[config.mk]
export PLATFORM = sky130hd
export DESIGN_NAME = rlt_front_flat
export DESIGN_NICKNAME = d
export VERILOG_FILES = /design/src/rtl/assert_macros.svh /design/src/rtl/rlt_pkg.sv /design/src/rtl/rlt_if.sv /design/src/rtl/rlt_front.sv /design/src/flat_wrapper.sv
export SDC_FILE = /design/constraint.sdc
export NUM_CORES = 1
export LEC_CHECK = 0
export BUFFER_PORTS_ARGS = -buffer_cell sky130_fd_sc_hd__clkbuf_2
export CORE_MARGIN = 10
export CORE_UTILIZATION = 53
export DETAILED_ROUTE_END_ITERATION = 6
export PLACE_DENSITY = 0.82
export SETUP_SLACK_MARGIN = 0.1
export SYNTH_ARGS = -nofsm -noshare
export SYNTH_HDL_FRONTEND = slang
export SYNTH_SLANG_ARGS = --single-unit
[constraint.sdc]
create_clock -name clk -period 2.32 [get_ports clk]
set_input_delay 0.116 -clock clk [delete_from_list [all_inputs] [get_ports clk]]
set_output_delay 0.116 -clock clk [all_outputs]
set_load 0.05 [all_outputs]
[src/rtl/assert_macros.svh]
// Assertion helpers shared by the RTL.
`ifndef ASSERT_MACROS_SVH
`define ASSERT_MACROS_SVH

// Implication checked at every clock edge outside reset.
`define ASSERT_IMPL(label, clk, rst_n, ante, cons) \
  label: assert property (@(posedge clk) disable iff (!rst_n) (ante) |-> (cons)) \
    else $error("assertion failed");

// Next-cycle implication checked outside reset.
`define ASSERT_NEXT(label, clk, rst_n, ante, cons) \
  label: assert property (@(posedge clk) disable iff (!rst_n) (ante) |=> (cons)) \
    else $error("assertion failed");

`endif

[src/rtl/rlt_pkg.sv]
`default_nettype none
package rlt_pkg;

  localparam int MaxTextLen  = 4096;
  localparam int NumberWidth = 32;
  localparam int TextLenW    = $clog2(MaxTextLen);
  localparam int NumKw       = 15;
  localparam int KwMaxLen    = 17;
  localparam int KwPosW      = 5;

  typedef enum logic [3:0] {
    K_ERROR    = 4'd0,
    K_ENDED    = 4'd1,
    K_EOL      = 4'd2,
    K_LPAREN   = 4'd3,
    K_RPAREN   = 4'd4,
    K_SPACE    = 4'd5,
    K_STAR     = 4'd6,
    K_NUMBER   = 4'd7,
    K_STRBYTE  = 4'd8,
    K_STREND   = 4'd9,
    K_KEYWORD  = 4'd10
  } kind_t;

  typedef enum logic [10:0] {
    M_NORMAL     = 11'b000_0000_0001,
    M_ATOM       = 11'b000_0000_0010,
    M_NUMBER     = 11'b000_0000_0100,
    M_QSTR       = 11'b000_0000_1000,
    M_LITNUM     = 11'b000_0001_0000,
    M_LITBRACE   = 11'b000_0010_0000,
    M_LITCR      = 11'b000_0100_0000,
    M_LITDATA    = 11'b000_1000_0000,
    M_CR         = 11'b001_0000_0000,
    M_RECOVER    = 11'b010_0000_0000,
    M_RECOVER_CR = 11'b100_0000_0000
  } mode_t;

  typedef struct packed {
    logic [7:0] byte_in;
    logic       end_of_input;
  } in_word_t;

  typedef struct packed {
    kind_t                  kind;
    logic [NumberWidth-1:0] value;
    logic [3:0]             keyword_index;
    logic                   last;
  } out_word_t;

  // Byte at a position of a keyword, 0 beyond its end.
  function automatic logic [7:0] kw_char(input logic [3:0] k, input logic [KwPosW-1:0] p);
    string s;
    unique case (k)
      4'd0:  s = "ok";
      4'd1:  s = "no";
      4'd2:  s = "bye";
      4'd3:  s = "active";
      4'd4:  s = "referral";
      4'd5:  s = "sasl";
      4'd6:  s = "quota/maxscripts";
      4'd7:  s = "quota/maxsize";
      4'd8:  s = "quota";
      4'd9:  s = "transition-needed";
      4'd10: s = "trylater";
      4'd11: s = "nonexistent";
      4'd12: s = "alreadyexists";
      4'd13: s = "warning";
      4'd14: s = "tag";
      default: s = "";
    endcase
    if (int'(p) < s.len()) kw_char = s[p];
    else kw_char = 8'd0;
  endfunction

  function automatic logic [KwPosW-1:0] kw_len(input logic [3:0] k);
    unique case (k)
      4'd0, 4'd1:          kw_len = 5'd2;
      4'd2, 4'd14:         kw_len = 5'd3;
      4'd3:                kw_len = 5'd6;
      4'd4, 4'd10:         kw_len = 5'd8;
      4'd5:                kw_len = 5'd4;
      4'd6:                kw_len = 5'd16;
      4'd7, 4'd12:         kw_len = 5'd13;
      4'd8:                kw_len = 5'd5;
      4'd9:                kw_len = 5'd17;
      4'd11:               kw_len = 5'd11;
      4'd13:               kw_len = 5'd7;
      default:             kw_len = 5'd0;
    endcase
  endfunction

endpackage
`default_nettype wire

[src/rtl/rlt_if.sv]
`default_nettype none
interface rlt_in_if;
  import rlt_pkg::*;
  logic       valid;
  logic       ready;
  logic [7:0] byte_in;
  logic       end_of_input;
  modport source (output valid, output byte_in, output end_of_input, input ready);
  modport sink (input valid, input byte_in, input end_of_input, output ready);
endinterface

`default_nettype wire

[src/rtl/rlt_front.sv]
`default_nettype none
// Two-entry skid buffer that takes words from the input channel.
module rlt_front (
  input  wire                logic clk,
  input  wire                logic rst_n,
  rlt_in_if.sink             in_ch,
  output rlt_pkg::in_word_t  q_word,
  output logic               q_valid,
  input  wire                logic q_pop
);
  import rlt_pkg::*;

  in_word_t   buf_r [2];
  logic       rd_r, rd_nxt, wr_r, wr_nxt;
  logic [1:0] cnt_r, cnt_nxt;
  logic       push;

  assign in_ch.ready = (cnt_r != 2'd2);
  assign push    = in_ch.valid && in_ch.ready;
  assign q_valid = (cnt_r != 2'd0);
  assign q_word  = buf_r[rd_r];

  always_comb begin
    rd_nxt  = rd_r ^ (q_pop && q_valid);
    wr_nxt  = wr_r ^ push;
    cnt_nxt = cnt_r + {1'b0, push} - {1'b0, q_pop && q_valid};
  end

  always_ff @(posedge clk) begin
    if (!rst_n) begin
      rd_r  <= 1'b0;
      wr_r  <= 1'b0;
      cnt_r <= 2'd0;
    end else begin
      rd_r  <= rd_nxt;
      wr_r  <= wr_nxt;
      cnt_r <= cnt_nxt;
    end
    if (push) buf_r[wr_r] <= '{byte_in: in_ch.byte_in, end_of_input: in_ch.end_of_input};
  end
endmodule
`default_nettype wire

[src/flat_wrapper.sv]
// flat-port wrapper written by rule: the top's interface ports become plain ports
module rlt_front_flat import rlt_pkg::*;
  (clk, rst_n, q_word, q_valid, q_pop, in_ch_valid, in_ch_byte_in, in_ch_end_of_input, in_ch_ready);
  rlt_in_if in_ch_i ();
  input  wire                logic clk;
  input  wire                logic rst_n;
  output rlt_pkg::in_word_t q_word;
  output logic q_valid;
  input  wire                logic q_pop;
  input wire logic [$bits(in_ch_i.valid)-1:0] in_ch_valid;
  input wire logic [$bits(in_ch_i.byte_in)-1:0] in_ch_byte_in;
  input wire logic [$bits(in_ch_i.end_of_input)-1:0] in_ch_end_of_input;
  output wire logic [$bits(in_ch_i.ready)-1:0] in_ch_ready;
  assign in_ch_i.valid = in_ch_valid;
  assign in_ch_i.byte_in = in_ch_byte_in;
  assign in_ch_i.end_of_input = in_ch_end_of_input;
  assign in_ch_ready = in_ch_i.ready;
  rlt_front u_core (.clk(clk), .rst_n(rst_n), .in_ch(in_ch_i), .q_word(q_word), .q_valid(q_valid), .q_pop(q_pop));
endmodule
==> results of run 1 <==
## repair_timing
item	4_1_cts	5_1_grt
resized for setup	0	0
hold buffers	1	6
hold endpoints to repair	2	10
## layout make-up
type | instances | share of cell area, %
inverters | 3 | 0.991
clock buffers | 4 | 2.31
well taps | 16 | 1.76
flip-flops and latches | 23 | 56.4
repair buffers | 30 | 16.3
multi-input cells | 25 | 22.2
## per-layer routing
layer  GRT usage [%]  wire [um]  vias to the layer above
li1                -          -                      254
met1            8.00        547                      249
met2            14.9        839                       18
met3            3.50        116                        4
met4            2.87         14                        0
met5               0          0                        -
## power by group
part | internal, W | switching, W | leakage [nW]
logic | 0.000186 | 0.000361 | 0.243
registers | 0.000533 | 0.0000433 | 0.209
clock network | 0.0000669 | 0.000109 | 0.0150
total | 0.000786 | 0.000513 | 0.468
## state kept, by name (all words and copies together) (netlist names), named ones only
| signal | cells |
|---|---|
| u_core.wr_r | 1 |
| u_core.rd_r | 1 |
| u_core.buf_r | 18 |
| u_core.cnt_r | 2 |
## through the flow
stage | worst slack (ns) | cells
6_report | 0.711 | 101
2_1_floorplan | 0.668 | 52
5_1_grt | 0.626 | 101
3_5_place_dp | 0.825 | 90
4_1_cts | 0.697 | 95
3_3_place_gp | 0.861 | 90
## placed cells by master, fill, tap and decap left out, drive strengths merged
cell type    Yosys  routed
edfxtp          18      18
clkbuf           0      27
mux2i            2       2
mux2             9       9
ha               4       4
or2b             1       1
xnor3            1       1
inv              3       3
or2              1       1
nand2b           1       1
o21a             1       1
and2             2       2
nand2            1       1
dfxtp            5       5
dlygate4sd3      0       7
nor2b            2       2
## worst register-to-register path, stage by stage (launching register included)
cell and delay (ns):
dfxtp_1 0.35, or2b_1 0.17, and2_1 0.19, ha_1 0.44
## worst max path at each step
| stage | cells after the start | startpoint | to | slack [ns] |
|---|---|---|---|---|
| 5_1_grt | 2 | flop | q_word[2] | 0.63 |
| 3_3_place_gp | 3 | u_core.cnt_r[1] | u_core.buf_r[1][5] | 0.86 |
| 4_1_cts | 2 | flop | q_word[1] | 0.70 |
| 3_5_place_dp | 3 | u_core.cnt_r[1] | u_core.buf_r[1][3] | 0.82 |
| 2_1_floorplan | 3 | u_core.cnt_r[1] | u_core.buf_r[1][0] | 0.67 |
| 6_report | 2 | flop | q_word[1] | 0.71 |
## cell families after synthesis
family / Yosys count
simple gates: 8
buf+inv: 4
compound gates: 1
fa+ha+maj: 4
xor+xnor: 1
flops: 23
mux: 11
==> results.ini, run 1 <==
[run_status]
status = completed

[min_path]
hold_depth = 1
hold-path-endpoint = u_core.buf_r[1][1]
min_path_type = in2reg
min-delay-start = in_ch_byte_in[0]

[setup_path]
cp_max_fo = 9
cp-start-kind = flop
critPathTopFamily = flip-flops
ff2ff_path_depth = 3
r2r-end = u_core.buf_r[1][4]
slowest_delay_ns = 0.57
cpMaxStageDelayCell = dfxtp_1
cp_data_required_time_ns = 2.20
path_cells = mux2_2, clkbuf_2
crit_arrival_ns = 1.49
critPathBufInv = 1
end_kind = output pin
ff2ff_setup_slack_ns = 0.83
r2r-start = u_core.cnt_r[1]
crit_type = reg2out

[synthesis]
netlist_instances = 52
synth_area_leaders = edfxtp_1, mux2_2, dfxtp_1
syn_avg_cell_area_sq_um = 17.5
synth.area.mux_share_pct = 13.3
ys_warn_count = 0
yosysMostFrequentCell = edfxtp_1
synth.yosys.seq_area_share_pct = 70.4
synth-adder-area-share_pct = 5.50
synth_top_area_cell = edfxtp_1
yosys.area.top_type_share_pct = 59.4
ys.flop_type = edfxtp_1
postSynth.asyncResetShare_pct = 0
ys_ff_latch = 23
synth_top_cells_by_count = edfxtp_1, mux2_2, dfxtp_1, ha_1, inv_1
synth_top_family_by_area = multiplexers
ys_types = 16
synth.cell_area_sq_um = 910
synth_compound_area_share_pct = 0.825
synth-simple-area-share_pct = 5.64
syn-num-nets = 69
synth-edff-count = 18
synthXorXnorAreaFrac_pct = 2.48

[die]
die-area_sq_mm = 0.00377
rows = 14
start_util_pct = 58.3
die_w_um = 61.4
die_h_um = 61.4
io_pins = 24
core_sq_mm = 0.00156

[power]
total_power_w = 0.00130
ir_drop_uv = 689
p_leak_nw = 0.468
power_per_cell_area_mw_per_mm2 = 1140

[timing]
tightest_slew_ns = 0.427
setup_tns_ns = 0
skew_ns = 0.00453
fmax_mhz = 621
period_needed_ns = 1.61
hold_violations = 0
grt_setup_unrepaired = false
relSlewSlack_pct = 71.5
finalMaxSlewViolations = 0
setup_viol = 0
timing.hold.ws_ns = 0.0140
period_share_pct = 69.4

[grt]
grt_start_max_net_pins = 13
grt_usage_pct = 8.14
antenna_found_initial = 0
grt_pass1_vias = 539
grt_pass1_wl_um = 2280
grt_overflow = 0

[detailed_routing]
drt-initial-drc-count = 8
vias = 525
ant_nets = 0
wl_per_cell_um = 15.0
routed_wl_um = 1520
via_per_inst = 5.20
drc = 0
detail_route.first_pass.iterations = 4

[clock_network]
post_cts_buffers = 0
cts_buffers = 3
cts.clk_slew.worst_paths_ns = 0.12
clk_latency_ns = 0.30
cts_tree = yes
cts.sinks = 23
cts_root_buffer = clkbuf_4
h-tree-depth = 1
clock_path_buffers = 2

[place]
numPortBuffers = 23
gp_congestion = 0.674
dp_hpwl_um = 1210
placed_area_sq_mm = 0.00104

[flow_run]
cap_violations = 0

[layout]
utilization_pct = 72.9
multi_input_area_sq_um = 253
drive_gt1_share_pct = 43.5
layout.nets = 103
fill_cells = 110
seq_area_sq_um = 641
fin_area_sq_mm = 0.00114
n_antenna_cell = 0
area_growth_pct = 24.9

Power figures use the tool's default switching activity.
==> run 2, diff against run 1 <==
CORE_UTILIZATION = 49   (was 53)
PLACE_DENSITY = 0.77   (was 0.82)
clock period = 1.7 ns   (was 2.32 ns; I/O delays follow)
==> run 2 against run 1 <==
Non-clock buffer count increased by 2. Sequential share of layout area fell by 1.5 points. Power grew 37%. First-iteration DRC count is 25% higher. Combinational power up 39%. Die area grew 5.5%. Critical path depth is 1 higher. Register-to-register slack worse by 0.63 ns. Via count unchanged. Core utilization decreased by 5.8 points. Routed wire length up 4.7%. Critical path type is now reg2reg.
==> results.ini, run 2 (synthesized netlist as in run 1, its figures left out) <==
[setup_path]
cp_max_fo = 9  ; unchanged
cp-start-kind = flop  ; unchanged
crit_arrival_ns = 1.52  ; was 1.49 ns
cp_data_required_time_ns = 1.72  ; was 2.20 ns
crit_type = reg2reg  ; was reg2out
ff2ff_path_depth = 3  ; unchanged
end_kind = flop  ; was output pin
r2r-start = u_core.cnt_r[1]  ; unchanged
r2r-end = u_core.buf_r[0][5]  ; was u_core.buf_r[1][4]
ff2ff_setup_slack_ns = 0.20  ; was 0.83 ns

[layout]
area_growth_pct = 28.6  ; was 24.9%
utilization_pct = 67.0  ; was 72.9%
largest_reg_flops = 18  ; unchanged
final_common_cell = clkbuf_2  ; unchanged
top_regs = u_core.buf_r (18), u_core.cnt_r (2)  ; unchanged
drive_gt1_share_pct = 44.8  ; was 43.5%
n_antenna_cell = 0  ; unchanged
layout.nets = 105  ; was 103
top_register = u_core.buf_r  ; unchanged
final_cell_mix = clkbuf_2, edfxtp_1, mux2_2, dlygate4sd3_1  ; was clkbuf_2, edfxtp_1, mux2_2, dlygate4sd3_1, dfxtp_1
fin_area_sq_mm = 0.00117  ; was 0.00114 sq mm

[place]
numPortBuffers = 23  ; unchanged
dp_hpwl_um = 1210  ; about the same
placed_area_sq_mm = 0.00105  ; was 0.00104 sq mm
gp_congestion = 0.685  ; was 0.674

[power]
power_per_cell_area_mw_per_mm2 = 1530  ; was 1140 mW/mm^2
total_power_w = 0.00178  ; was 0.00130 W
ir_drop_uv = 1010  ; was 689 uV
p_leak_nw = 0.477  ; was 0.468 nW

[grt]
antenna_found_initial = 0  ; unchanged
grt_overflow = 0  ; unchanged
grt_start_max_net_pins = 13  ; unchanged
grt_pass1_vias = 622  ; was 539
grt_usage_pct = 8.65  ; was 8.14%
grt_pass1_wl_um = 2690  ; was 2280 um

[min_path]
min_path_type = in2reg  ; unchanged
hold_depth = 2  ; was 1
min-delay-start = rst_n  ; was in_ch_byte_in[0]
hold-path-endpoint = u_core.cnt_r[0]  ; was u_core.buf_r[1][1]

[clock_network]
cts_root_buffer = clkbuf_4  ; unchanged
cts.sinks = 23  ; unchanged
cts.clk_slew.worst_paths_ns = 0.11  ; was 0.12 ns
clk_latency_ns = 0.30  ; about the same
clock_path_buffers = 2  ; unchanged
cts_buffers = 3  ; unchanged
cts_tree = yes  ; unchanged
h-tree-depth = 1  ; unchanged

[die]
start_util_pct = 52.1  ; was 58.3%
die-area_sq_mm = 0.00398  ; was 0.00377 sq mm
rows = 15  ; was 14
die_w_um = 63.1  ; was 61.4 um
io_pins = 24  ; unchanged
core_sq_mm = 0.00175  ; was 0.00156 sq mm
die_h_um = 63.1  ; was 61.4 um

[detailed_routing]
drc = 0  ; unchanged
wl_per_cell_um = 14.2  ; was 15.0 um
ant_nets = 0  ; unchanged
detail_route.first_pass.iterations = 4  ; unchanged
drt-initial-drc-count = 10  ; was 8
vias = 525  ; unchanged
via_per_inst = 4.69  ; was 5.20
routed_wl_um = 1590  ; was 1520 um

[timing]
hold_violations = 0  ; unchanged
tightest_slew_ns = 0.414  ; was 0.427 ns
grt_setup_unrepaired = false  ; unchanged
relSlewSlack_pct = 72.4  ; was 71.5%
skew_ns = 0.00179  ; was 0.00453 ns
fmax_mhz = 665
period_share_pct = 88.5
period_needed_ns = 1.50
setup_viol = 0  ; unchanged
timing.hold.ws_ns = 0.0424  ; was 0.0140 ns
finalMaxSlewViolations = 0  ; unchanged
setup_tns_ns = 0  ; unchanged

[run_status]
status = completed  ; unchanged

[flow_run]
cap_violations = 0  ; unchanged

## run 2: changes by cell type in the layout (fill, tap and decap cells not counted)
cell / previous run / this run
dfxtp_1: 5 / 4
dfxtp_2: 0 / 1
dlygate4sd3_1: 7 / 9
or2b_1: 1 / 0
or2b_2: 0 / 1
## run 2: area by class of cell
class	count	area (sq um)
Inverter	3	11.3
Sequential cell	23	642
Fill cell	133	576
Multi-Input combinational cell	25	254
Clock buffer	4	26.3
Timing Repair Buffer	32	205
Tap cell	25	31.3
## run 2: how the worst max path moves through the flow
stage               startpoint                  to  cells past startpoint  slack [ns]
2_1_floorplan  u_core.cnt_r[1]  u_core.buf_r[0][0]                      3        0.14
3_3_place_gp   u_core.cnt_r[1]  u_core.buf_r[1][3]                      3        0.25
3_5_place_dp   u_core.cnt_r[1]  u_core.buf_r[1][5]                      3        0.21
4_1_cts        u_core.cnt_r[1]  u_core.buf_r[1][5]                      3        0.19
5_1_grt        u_core.cnt_r[1]  u_core.buf_r[0][5]                      3        0.11
6_report       u_core.cnt_r[1]  u_core.buf_r[0][5]                      3        0.20
## run 2: per-stage QoR
stage                     worst slack [ns]  std cells
after floorplan                      0.139         52
after global placement               0.249         99
after detailed placement             0.205         99
after CTS                            0.187        112
after global routing                 0.106        112
final                                0.196        112
## run 2: worst max-delay path: stages (launching register included)
cell	delay, ns
dfxtp_1	0.37
or2b_2	0.32
and2_1	0.20
ha_1	0.34
## run 2: power by group
part           internal [W]  total, W  switching [W]
Clock             0.0000915  0.000234       0.000142
Combinational      0.000262  0.000760       0.000498
Sequential         0.000729  0.000791      0.0000615
Total               0.00108   0.00178       0.000702
## run 2: metal layers
metal  track usage [%]  up-vias  wire length, um
li1                  -      258                -
met1              7.52      245              594
met2              16.1       18              854
met3              3.53        4              111
met4              5.03        0               28
met5                 0        -                0
## run 2: timing repair
| action | CTS | global route |
|---|---|---|
| hold buffers | 9 | 0 |
| endpoints found under the setup margin | 9 | 0 |
| gates resized for setup | 1 | 0 |
| endpoints found under the hold margin | 18 | 0 |
| buffers inserted | 0 | 0 |
